$ cat config.mk
export PLATFORM = sky130hd
export DESIGN_NAME = fbfsa_fill
export DESIGN_NICKNAME = d
export VERILOG_FILES = /design/src/design/fbfsa_pkg.sv /design/src/design/fbfsa_fill.sv
export SDC_FILE = /design/constraint.sdc
export NUM_CORES = 1
export LEC_CHECK = 0
export CORE_MARGIN = 2
export CORE_UTILIZATION = 41
export DETAILED_ROUTE_END_ITERATION = 8
export DONT_BUFFER_PORTS = 1
export PLACE_DENSITY = 0.53
export SLEW_MARGIN = 40
export SYNTH_ARGS = -nofsm -noshare
export SYNTH_HDL_FRONTEND = slang
export SYNTH_SLANG_ARGS = --single-unit
export TNS_END_PERCENT = 50
$ cat constraint.sdc
create_clock -name clock -period 7.7 [get_ports clock]
set_input_delay 1.54 -clock clock [delete_from_list [all_inputs] [get_ports clock]]
set_output_delay 1.54 -clock clock [all_outputs]
set_load 0.1 [all_outputs]
$ cat src/design/fbfsa_pkg.sv
// Shared constants, codes and widths for the fixed-size block free-stack allocator.
package fbfsa_pkg;

   // Default sizing of the pool
   localparam int MAX_BLOCKS_DEF    = 1024;
   localparam int POINTER_BYTES_DEF = 8;
   localparam int ADDRESS_BITS_DEF  = 32;

   // Fixed widths of registers and item fields
   localparam int BASE_W    = 32;
   localparam int BYTES_W   = 16;
   localparam int COUNT_W   = 11;
   localparam int OUT_ADDR_W = 32;
   localparam int REL_W     = 32;
   localparam int CSR_DATA_W = 32;
   localparam int CSR_ADDR_W = 4;

   // Register reset values
   localparam logic [BASE_W-1:0]  BASE_RESET  = '0;
   localparam logic [BYTES_W-1:0] BYTES_RESET = 16'd8;
   localparam logic [COUNT_W-1:0] COUNT_RESET = 11'd1024;

   // Operation codes of an input item
   typedef enum logic [1:0] {
      OP_ALLOC   = 2'd0,
      OP_RELEASE = 2'd1,
      OP_REBUILD = 2'd2
   } op_type;

   // Status codes of a result item
   typedef enum logic [1:0] {
      ST_OK    = 2'd0,
      ST_EMPTY = 2'd1,
      ST_FULL  = 2'd2,
      ST_NULL  = 2'd3
   } status_type;

   // Register indexes on the configuration port
   typedef enum logic [1:0] {
      REG_BASE  = 2'd0,
      REG_BYTES = 2'd1,
      REG_COUNT = 2'd2
   } reg_type;

endpackage

$ cat src/design/fbfsa_fill.sv
// Rebuild sequencer: rounds the block size and walks the free stack, one entry per cycle.
module fbfsa_fill
   import fbfsa_pkg::*;
#(
   parameter int MAX_BLOCKS    = MAX_BLOCKS_DEF,
   parameter int POINTER_BYTES = POINTER_BYTES_DEF,
   parameter int ADDRESS_BITS  = ADDRESS_BITS_DEF,
   localparam int CNT_W = $clog2(MAX_BLOCKS + 1),
   localparam int IDX_W = (MAX_BLOCKS > 1) ? $clog2(MAX_BLOCKS) : 1
) (
   input  logic                    clock,
   input  logic                    reset,
   input  logic                    start,
   input  logic [BASE_W-1:0]       base_address,
   input  logic [BYTES_W-1:0]      block_bytes,
   input  logic [CNT_W-1:0]        capacity,
   output logic                    wr_en,
   output logic [IDX_W-1:0]        wr_idx,
   output logic [ADDRESS_BITS-1:0] wr_data,
   output logic                    done
);

   // Rounding by reciprocal: q = floor((bytes + P - 1) * M / 2^K)
   localparam int X_W  = BYTES_W + 1;
   localparam int K    = X_W + 5;
   localparam int M    = ((1 << K) + POINTER_BYTES - 1) / POINTER_BYTES;
   localparam int M_W  = K + 1;
   localparam int P_W  = X_W + M_W;
   localparam int SZ_W = X_W + $clog2(POINTER_BYTES + 1);

   typedef enum logic [3:0] {
      F_IDLE = 4'b0001,
      F_QUOT = 4'b0010,
      F_SIZE = 4'b0100,
      F_RUN  = 4'b1000
   } fill_state_type;

   fill_state_type          state_ff, state_in;
   logic [X_W-1:0]          quot_ff, quot_in;
   logic [SZ_W-1:0]         size_ff, size_in;
   logic [ADDRESS_BITS-1:0] addr_ff, addr_in;
   logic [CNT_W-1:0]        cnt_ff, cnt_in;
   logic [CNT_W-1:0]        cap_ff, cap_in;
   logic [X_W-1:0]          bytes_up;
   logic [P_W-1:0]          product;

   assign bytes_up = X_W'(block_bytes) + X_W'(POINTER_BYTES - 1);
   assign product  = P_W'(bytes_up) * P_W'(M);

   // Sequence quotient, size, then the walk
   always_comb begin
      state_in = state_ff;
      quot_in  = quot_ff;
      size_in  = size_ff;
      addr_in  = addr_ff;
      cnt_in   = cnt_ff;
      cap_in   = cap_ff;
      wr_en    = 1'b0;
      done     = 1'b0;
      case (state_ff)
         F_IDLE: begin
            if (start) begin
               cap_in   = capacity;
               state_in = F_QUOT;
            end
         end
         F_QUOT: begin
            quot_in  = product[K +: X_W];
            state_in = F_SIZE;
         end
         F_SIZE: begin
            size_in  = SZ_W'(quot_ff) * SZ_W'(POINTER_BYTES);
            addr_in  = ADDRESS_BITS'(base_address);
            cnt_in   = '0;
            state_in = F_RUN;
         end
         F_RUN: begin
            if (cnt_ff == cap_ff) begin
               done     = 1'b1;
               state_in = F_IDLE;
            end else begin
               wr_en   = 1'b1;
               addr_in = addr_ff + ADDRESS_BITS'(size_ff);
               cnt_in  = cnt_ff + CNT_W'(1);
            end
         end
         default: begin
            state_in = F_IDLE;
         end
      endcase
   end

   assign wr_idx  = cnt_ff[IDX_W-1:0];
   assign wr_data = addr_ff;

   always_ff @(posedge clock) begin
      if (reset) begin
         state_ff <= F_IDLE;
      end else begin
         state_ff <= state_in;
      end
   end

   // Hold working values
   always_ff @(posedge clock) begin
      quot_ff <= quot_in;
      size_ff <= size_in;
      addr_ff <= addr_in;
      cnt_ff  <= cnt_in;
      cap_ff  <= cap_in;
   end

endmodule

==> results of run 1 <==
[per-stage QoR]
stage                     std cells  setup slack, ps  utilization, %  power (uW)
after global routing            601             3600            55.5         918
after floorplan                 401             3720               -         565
after CTS                       601             3720            55.5         895
final                           601             3750            55.5         882
after global placement          521             3470            42.8         571
after detailed placement        585             4140            53.7         576
[worst paths after layout]
| kind | slack, ps | cells after the start | start | endpoint |
|---|---|---|---|---|
| worst max-delay path | 3750 | 5 | cnt_ff[0] | done |
| worst min register to register | 430 | 0 | quot_ff[3] | size_ff[6] |
| worst max register to register | 4940 | 10 | wr_data[3] | wr_data[27] |
| worst min-delay path | 430 | 0 | quot_ff[3] | size_ff[6] |
[power groups by stage]
stage          Sequential (uW)  Combinational [uW]  Clock, uW
2_1_floorplan              539                25.6          0
3_3_place_gp               541                29.8          0
3_5_place_dp               538                38.8          0
4_1_cts                    527                39.0        329
5_1_grt                    528                43.4        346
6_report                   527                38.3        317
[layout make-up]
| type | count | area [um2] |
|---|---|---|
| clock buffers | 9 | 124 |
| clock inverters | 7 | 72.6 |
| fillers | 898 | 4840 |
| inverters | 6 | 22.5 |
| multi-input cells | 287 | 1930 |
| flip-flops and latches | 86 | 2540 |
| well taps | 140 | 175 |
| repair buffers | 66 | 1180 |
[flip-flops by register name, indices dropped and copies added, names as in the netlist]
register / flops
size_ff: 14
wr_data: 32
cnt_ff: 11
state_ff: 4
quot_ff: 14
cap_ff: 11
[worst max-delay path, delay by kind of cell (launching register included)]
family / cells / cell delay [ps]
xor+xnor: 1 / 150
buf+inv: 1 / 170
flops: 1 / 480
simple gates: 3 / 1240
[metal layers]
layer  up-vias  global-route usage, %  share of wire (%)
met5         -                      0                  0
met4         0                   5.15               0.87
met3         6                   5.45                5.9
met2        72                   29.5                 51
met1      1476                   20.1                 43
li1       1569                      -                  -
[logic make-up after synthesis]
family / Yosys count / share of synthesized area [%]
multiplexers: 2 / 0.492
XOR/XNOR: 60 / 11.5
buffers and inverters: 28 / 3.20
AND/OR/NAND/NOR: 136 / 15.0
adder cells (fa/ha/maj): 16 / 4.54
flip-flops: 86 / 55.5
AO/OA/AOI/OAI: 73 / 9.73
[cell usage in the layout (no fill, tap or decap), types with 12 or more instances in the layout]
| cell | count |
|---|---|
| a21oi_1 | 15 |
| nor2_1 | 17 |
| xor2_1 | 38 |
| buf_16 | 32 |
| ha_1 | 15 |
| o21ai_0 | 14 |
| nand3_1 | 21 |
| o21ai_1 | 21 |
| edfxtp_1 | 82 |
| xnor2_1 | 22 |
| buf_1 | 12 |
| nand2_1 | 48 |
==> metrics.yaml, run 1 <==
status: "finished clean"
p_sw_uw: 194
post_drt_wl_per_cell_um: 16.3
sequentialPowerShare_pct: 59.7
cp-start-kind: "register"
finalMaxSlewViolations: 0
hold_viol: 0
setup_violations: 0
ys_seq_area_share_pct: 55.5
ant_nets: 0
irDropWorstVdd_mv: 0.0998
ys_ff_latch: 86
insertion_delay_ps: 350
stdcell_area_um2: 6040
ys_top_cells_by_area: "edfxtp_1 54%, xor2_1 7.3%, xnor2_1 4.2%"
internal-power_uw: 688
comb_power_share_pct: 4.3
synth_top_cell_area_share_pct: 53.8
die_x_um: 110
place_area_um2: 5850
htree_levels: 3
cp.arrival_ps: 2410
synth_top_flop_cell: "edfxtp_1"
ys_top_cells_by_count: "82 x edfxtp_1, 48 x nand2_1, 38 x xor2_1"
vias: 3123
slowest_stage: "nor2_4"
post_cts_buffers: 0
fin_skew_ps: 14.0
dp_hpwl_mm: 7.43
cts_tree: "built"
synthesis.area_um2: 4580
fp.dieH_um: 110
cp_slowest_stage_delay_ps: 530
path_cells: "buf_6 > xor2_1 > nor4_1 > nand3_1 > nor2_4"
ctsResizeCount: 0
drive_gt1_share_pct: 19.1
coreArea_um2: 10900
clkPwrFrac_pct: 35.9
critPathMaxFanout: 4
whs_ps: 425
yosysMostFrequentCell: "edfxtp_1"
critPathRequiredTime_ps: 6160
dr.pass1.iters: 4
min_period_over_period_pct: 51.3
portBuffers: 0
yosysTopAreaCell: "edfxtp_1"
drtIter0Drc: 151
clk_pin_slew_ps: 100
clockBufferDepth: 2
rows: 38
start_util_pct: 42.0
pin_count: 106
grt_use_total_pct: 17.0
grt_max_degree: 72
min_period_ps: 3950
cts-buffers-inserted: 9
hp-class: "register to register"
leakagePower_uw: 0.00224
worst_pin_slew_ps: 890
clkSinkCount: 86
path_class: "register to output pin"
power.density_nw_per_um2: 146
syn_nets: 479
synthCells: 401
max-slew-margin-rel_pct: 40.8
sw_frac_of_total_pct: 22.0
yosysWarnings: 0
synth_edf_count: 82
n_antenna_cell: 0
grt_pass1_wl_mm: 15.6
overflow: 0
fmax_mhz: 253
syn_area_per_cell_um2: 11.4
wl_mm: 9.80
area_growth_syn_to_layout_pct: 32.0
hold_buffers: 0
vias_per_cell: 5.20
drc: 0
die-area_um2: 12000
ys_async_sr_fraction_pct: 0
setup-tns-final_ps: 0
root_buffer: "clkbuf_8"
grt_antenna_before_repair: 0
maxCapViolations: 0
worst_setup_path_end_kind: "output pin"
place.gp.congestion: 0.737
grt_pass1_vias: 3228
yosysUniqueCellTypes: 45
rsz0062_at_grt: "no"
fin_nets: 534
No activity file was read; power rests on OpenSTA's default activity.
==> run 2: changes to the inputs <==
==> constraint.sdc (replaced) <==
create_clock -name clock -period 3.7 [get_ports clock]
set_input_delay 0.74 -clock clock [delete_from_list [all_inputs] [get_ports clock]]
set_output_delay 0.74 -clock clock [all_outputs]
set_load 0.1 [all_outputs]
==> metrics.yaml, run 2 (synthesized netlist as in run 1, its figures left out) <==
max-slew-margin-rel_pct: 39.8  # was 40.8%
die-area_um2: 12000  # unchanged
stdcell_area_um2: 5220  # was 6040 um2
start_util_pct: 42.0  # unchanged
multi_input_area_um2: 1920  # was 1930 um2
fmax_mhz: 366
cp_common_cell: "buf_4"
vias_per_cell: 5.15  # was 5.20
leakagePower_uw: 0.00193  # was 0.00224 uW
hp-class: "register to register"  # unchanged
clk_pin_slew_ps: 90  # was 100 ps
grt_use_total_pct: 15.8  # was 17.0%
hold_depth: 0  # unchanged
setup-tns-final_ps: 0  # unchanged
overflow: 0  # unchanged
seqCellArea_um2: 2540  # unchanged
cts-buffers-inserted: 9  # unchanged
dpl_worst_slack_ps: 1120  # was 4140 ps
min_period_over_period_pct: 73.8
worst_pin_slew_ps: 905  # was 890 ps
min_period_ps: 2730
ant_nets: 0  # unchanged
place_area_um2: 5020  # was 5850 um2
slowest_stage: "buf_4"  # was nor2_4
clkSinkCount: 86  # unchanged
regToRegSetupSlack_ps: 1110  # was 4940 ps
power.density_nw_per_um2: 353  # was 146 nW/um2
root_buffer: "clkbuf_8"  # unchanged
fin_skew_ps: 9.69  # was 14.0 ps
portBuffers: 0  # unchanged
vias: 2979  # was 3,123
ctsResizeCount: 0  # unchanged
irDropWorstVdd_mv: 0.227  # was 0.0998 mV
timing.rr.end: "wr_data[31]"  # was wr_data[27]
cp-start-kind: "register"  # unchanged
post_drt_wl_per_cell_um: 16.0  # was 16.3 um
rsz0062_at_grt: "no"  # unchanged
drc: 0  # unchanged
path_cells: "nand3b_1 > buf_4 > nor2_2 > buf_4"  # was buf_6 > xor2_1 > nor4_1 > nand3_1 > nor2_4
fin_nets: 512  # was 534
rr_startpoint: "wr_data[3]"  # unchanged
drtIter0Drc: 166  # was 151
critPathMaxFanout: 71  # was 4
dp_hpwl_mm: 6.79  # was 7.43 mm
maxCapViolations: 0  # unchanged
fp.dieH_um: 110  # unchanged
cp_slowest_stage_delay_ps: 570  # was 530 ps
crit_family: "buffers and inverters"  # was simple AND/OR/NAND/NOR gates
die_x_um: 110  # unchanged
fillers: 999  # was 898
critPathRequiredTime_ps: 2960  # was 6160 ps
grt_pass1_vias: 2878  # was 3,228
insertion_delay_ps: 350  # about the same
place.gp.congestion: 0.760  # was 0.737
setup_violations: 0  # unchanged
worst_setup_path_end_kind: "output pin"  # unchanged
layout_common_cells: "82 x edfxtp_1, 48 x nand2_1, 41 x buf_4"  # was 82 x edfxtp_1, 48 x nand2_1, 38 x xor2_1
hold_viol: 0  # unchanged
critical_path.n_buffers_inverters: 2  # was 1
r2r_cells: 9  # was 10
path_class: "register to output pin"  # unchanged
finalMaxSlewViolations: 0  # unchanged
clockBufferDepth: 2  # unchanged
n_antenna_cell: 0  # unchanged
htree_levels: 3  # unchanged
cp.arrival_ps: 1990  # was 2410 ps
rows: 38  # unchanged
layout_commonest_cell: "edfxtp_1"  # unchanged
setup_slack_ps: 969  # was 3750 ps
whs_endpoint: "size_ff[7]"  # was size_ff[6]
cts_tree: "built"  # unchanged
grt_antenna_before_repair: 0  # unchanged
area_growth_syn_to_layout_pct: 14.0  # was 32.0%
wl_mm: 9.25  # was 9.80 mm
drive_gt1_share_pct: 17.3  # was 19.1%
hold_buffers: 0  # unchanged
grt_pass1_wl_mm: 14.2  # was 15.6 mm
grt_max_degree: 72  # unchanged
pin_count: 106  # unchanged
largest_register_ffs: 32  # unchanged
coreArea_um2: 10900  # unchanged
whs_ps: 424  # was 425 ps
post_cts_buffers: 0  # unchanged
status: "finished clean"  # unchanged
hp-start: "quot_ff[4]"  # was quot_ff[3]
dr.pass1.iters: 4  # unchanged
[run 2: layout make-up]
type / count / area share, %
Timing Repair Buffer: 44 / 7.03
Inverter: 6 / 0.432
Sequential cell: 86 / 48.7
Clock buffer: 12 / 2.78
Clock inverter: 4 / 0.935
Multi-Input combinational cell: 287 / 36.7
Tap cell: 140 / 3.36
[run 2: how the worst max path moves through the flow]
stage | startpoint | to | slack (ps) | depth (start not counted)
after floorplan | state_ff[3] | cnt_ff[0] | 450 | 4
after global placement | cnt_ff[6] | wr_data[15] | 1120 | 5
after detailed placement | wr_data[3] | wr_data[31] | 1120 | 9
after CTS | state_ff[0] | done | 910 | 4
after global routing | state_ff[0] | done | 800 | 4
final | state_ff[0] | done | 970 | 4
[run 2: routing by layer]
| metal | GRT usage, % | vias to the layer above | share of wire [%] |
|---|---|---|---|
| met2 | 25.0 | 73 | 47 |
| met5 | 0 | - | 0 |
| li1 | - | 1509 | - |
| met1 | 20.2 | 1390 | 45 |
| met4 | 5.15 | 0 | 0.80 |
| met3 | 5.69 | 7 | 7.5 |
[run 2: worst register-to-register path, delay by kind of cell (launching register included)]
kind,cells,cell delay (ps)
AO/OA/AOI/OAI,5,940
adder cells (fa/ha/maj),2,670
flip-flops,1,400
XOR/XNOR,1,170
AND/OR/NAND/NOR,1,140
[run 2: power by group]
group	switching (uW)	internal (uW)	total (uW)	leakage, uW
clock	339	331	670	0.000100
combinational	46.0	30.3	76.3	0.00103
sequential	11.1	1080	1090	0.000799
[run 2: stage by stage]
step | power (uW) | util (%) | cells
detailed placement | 1190 | 46.1 | 563
floorplan | 1180 | - | 401
CTS | 1870 | 47.9 | 579
finish | 1840 | 47.9 | 579
global route | 1920 | 47.9 | 579
global placement | 1190 | 45.5 | 560
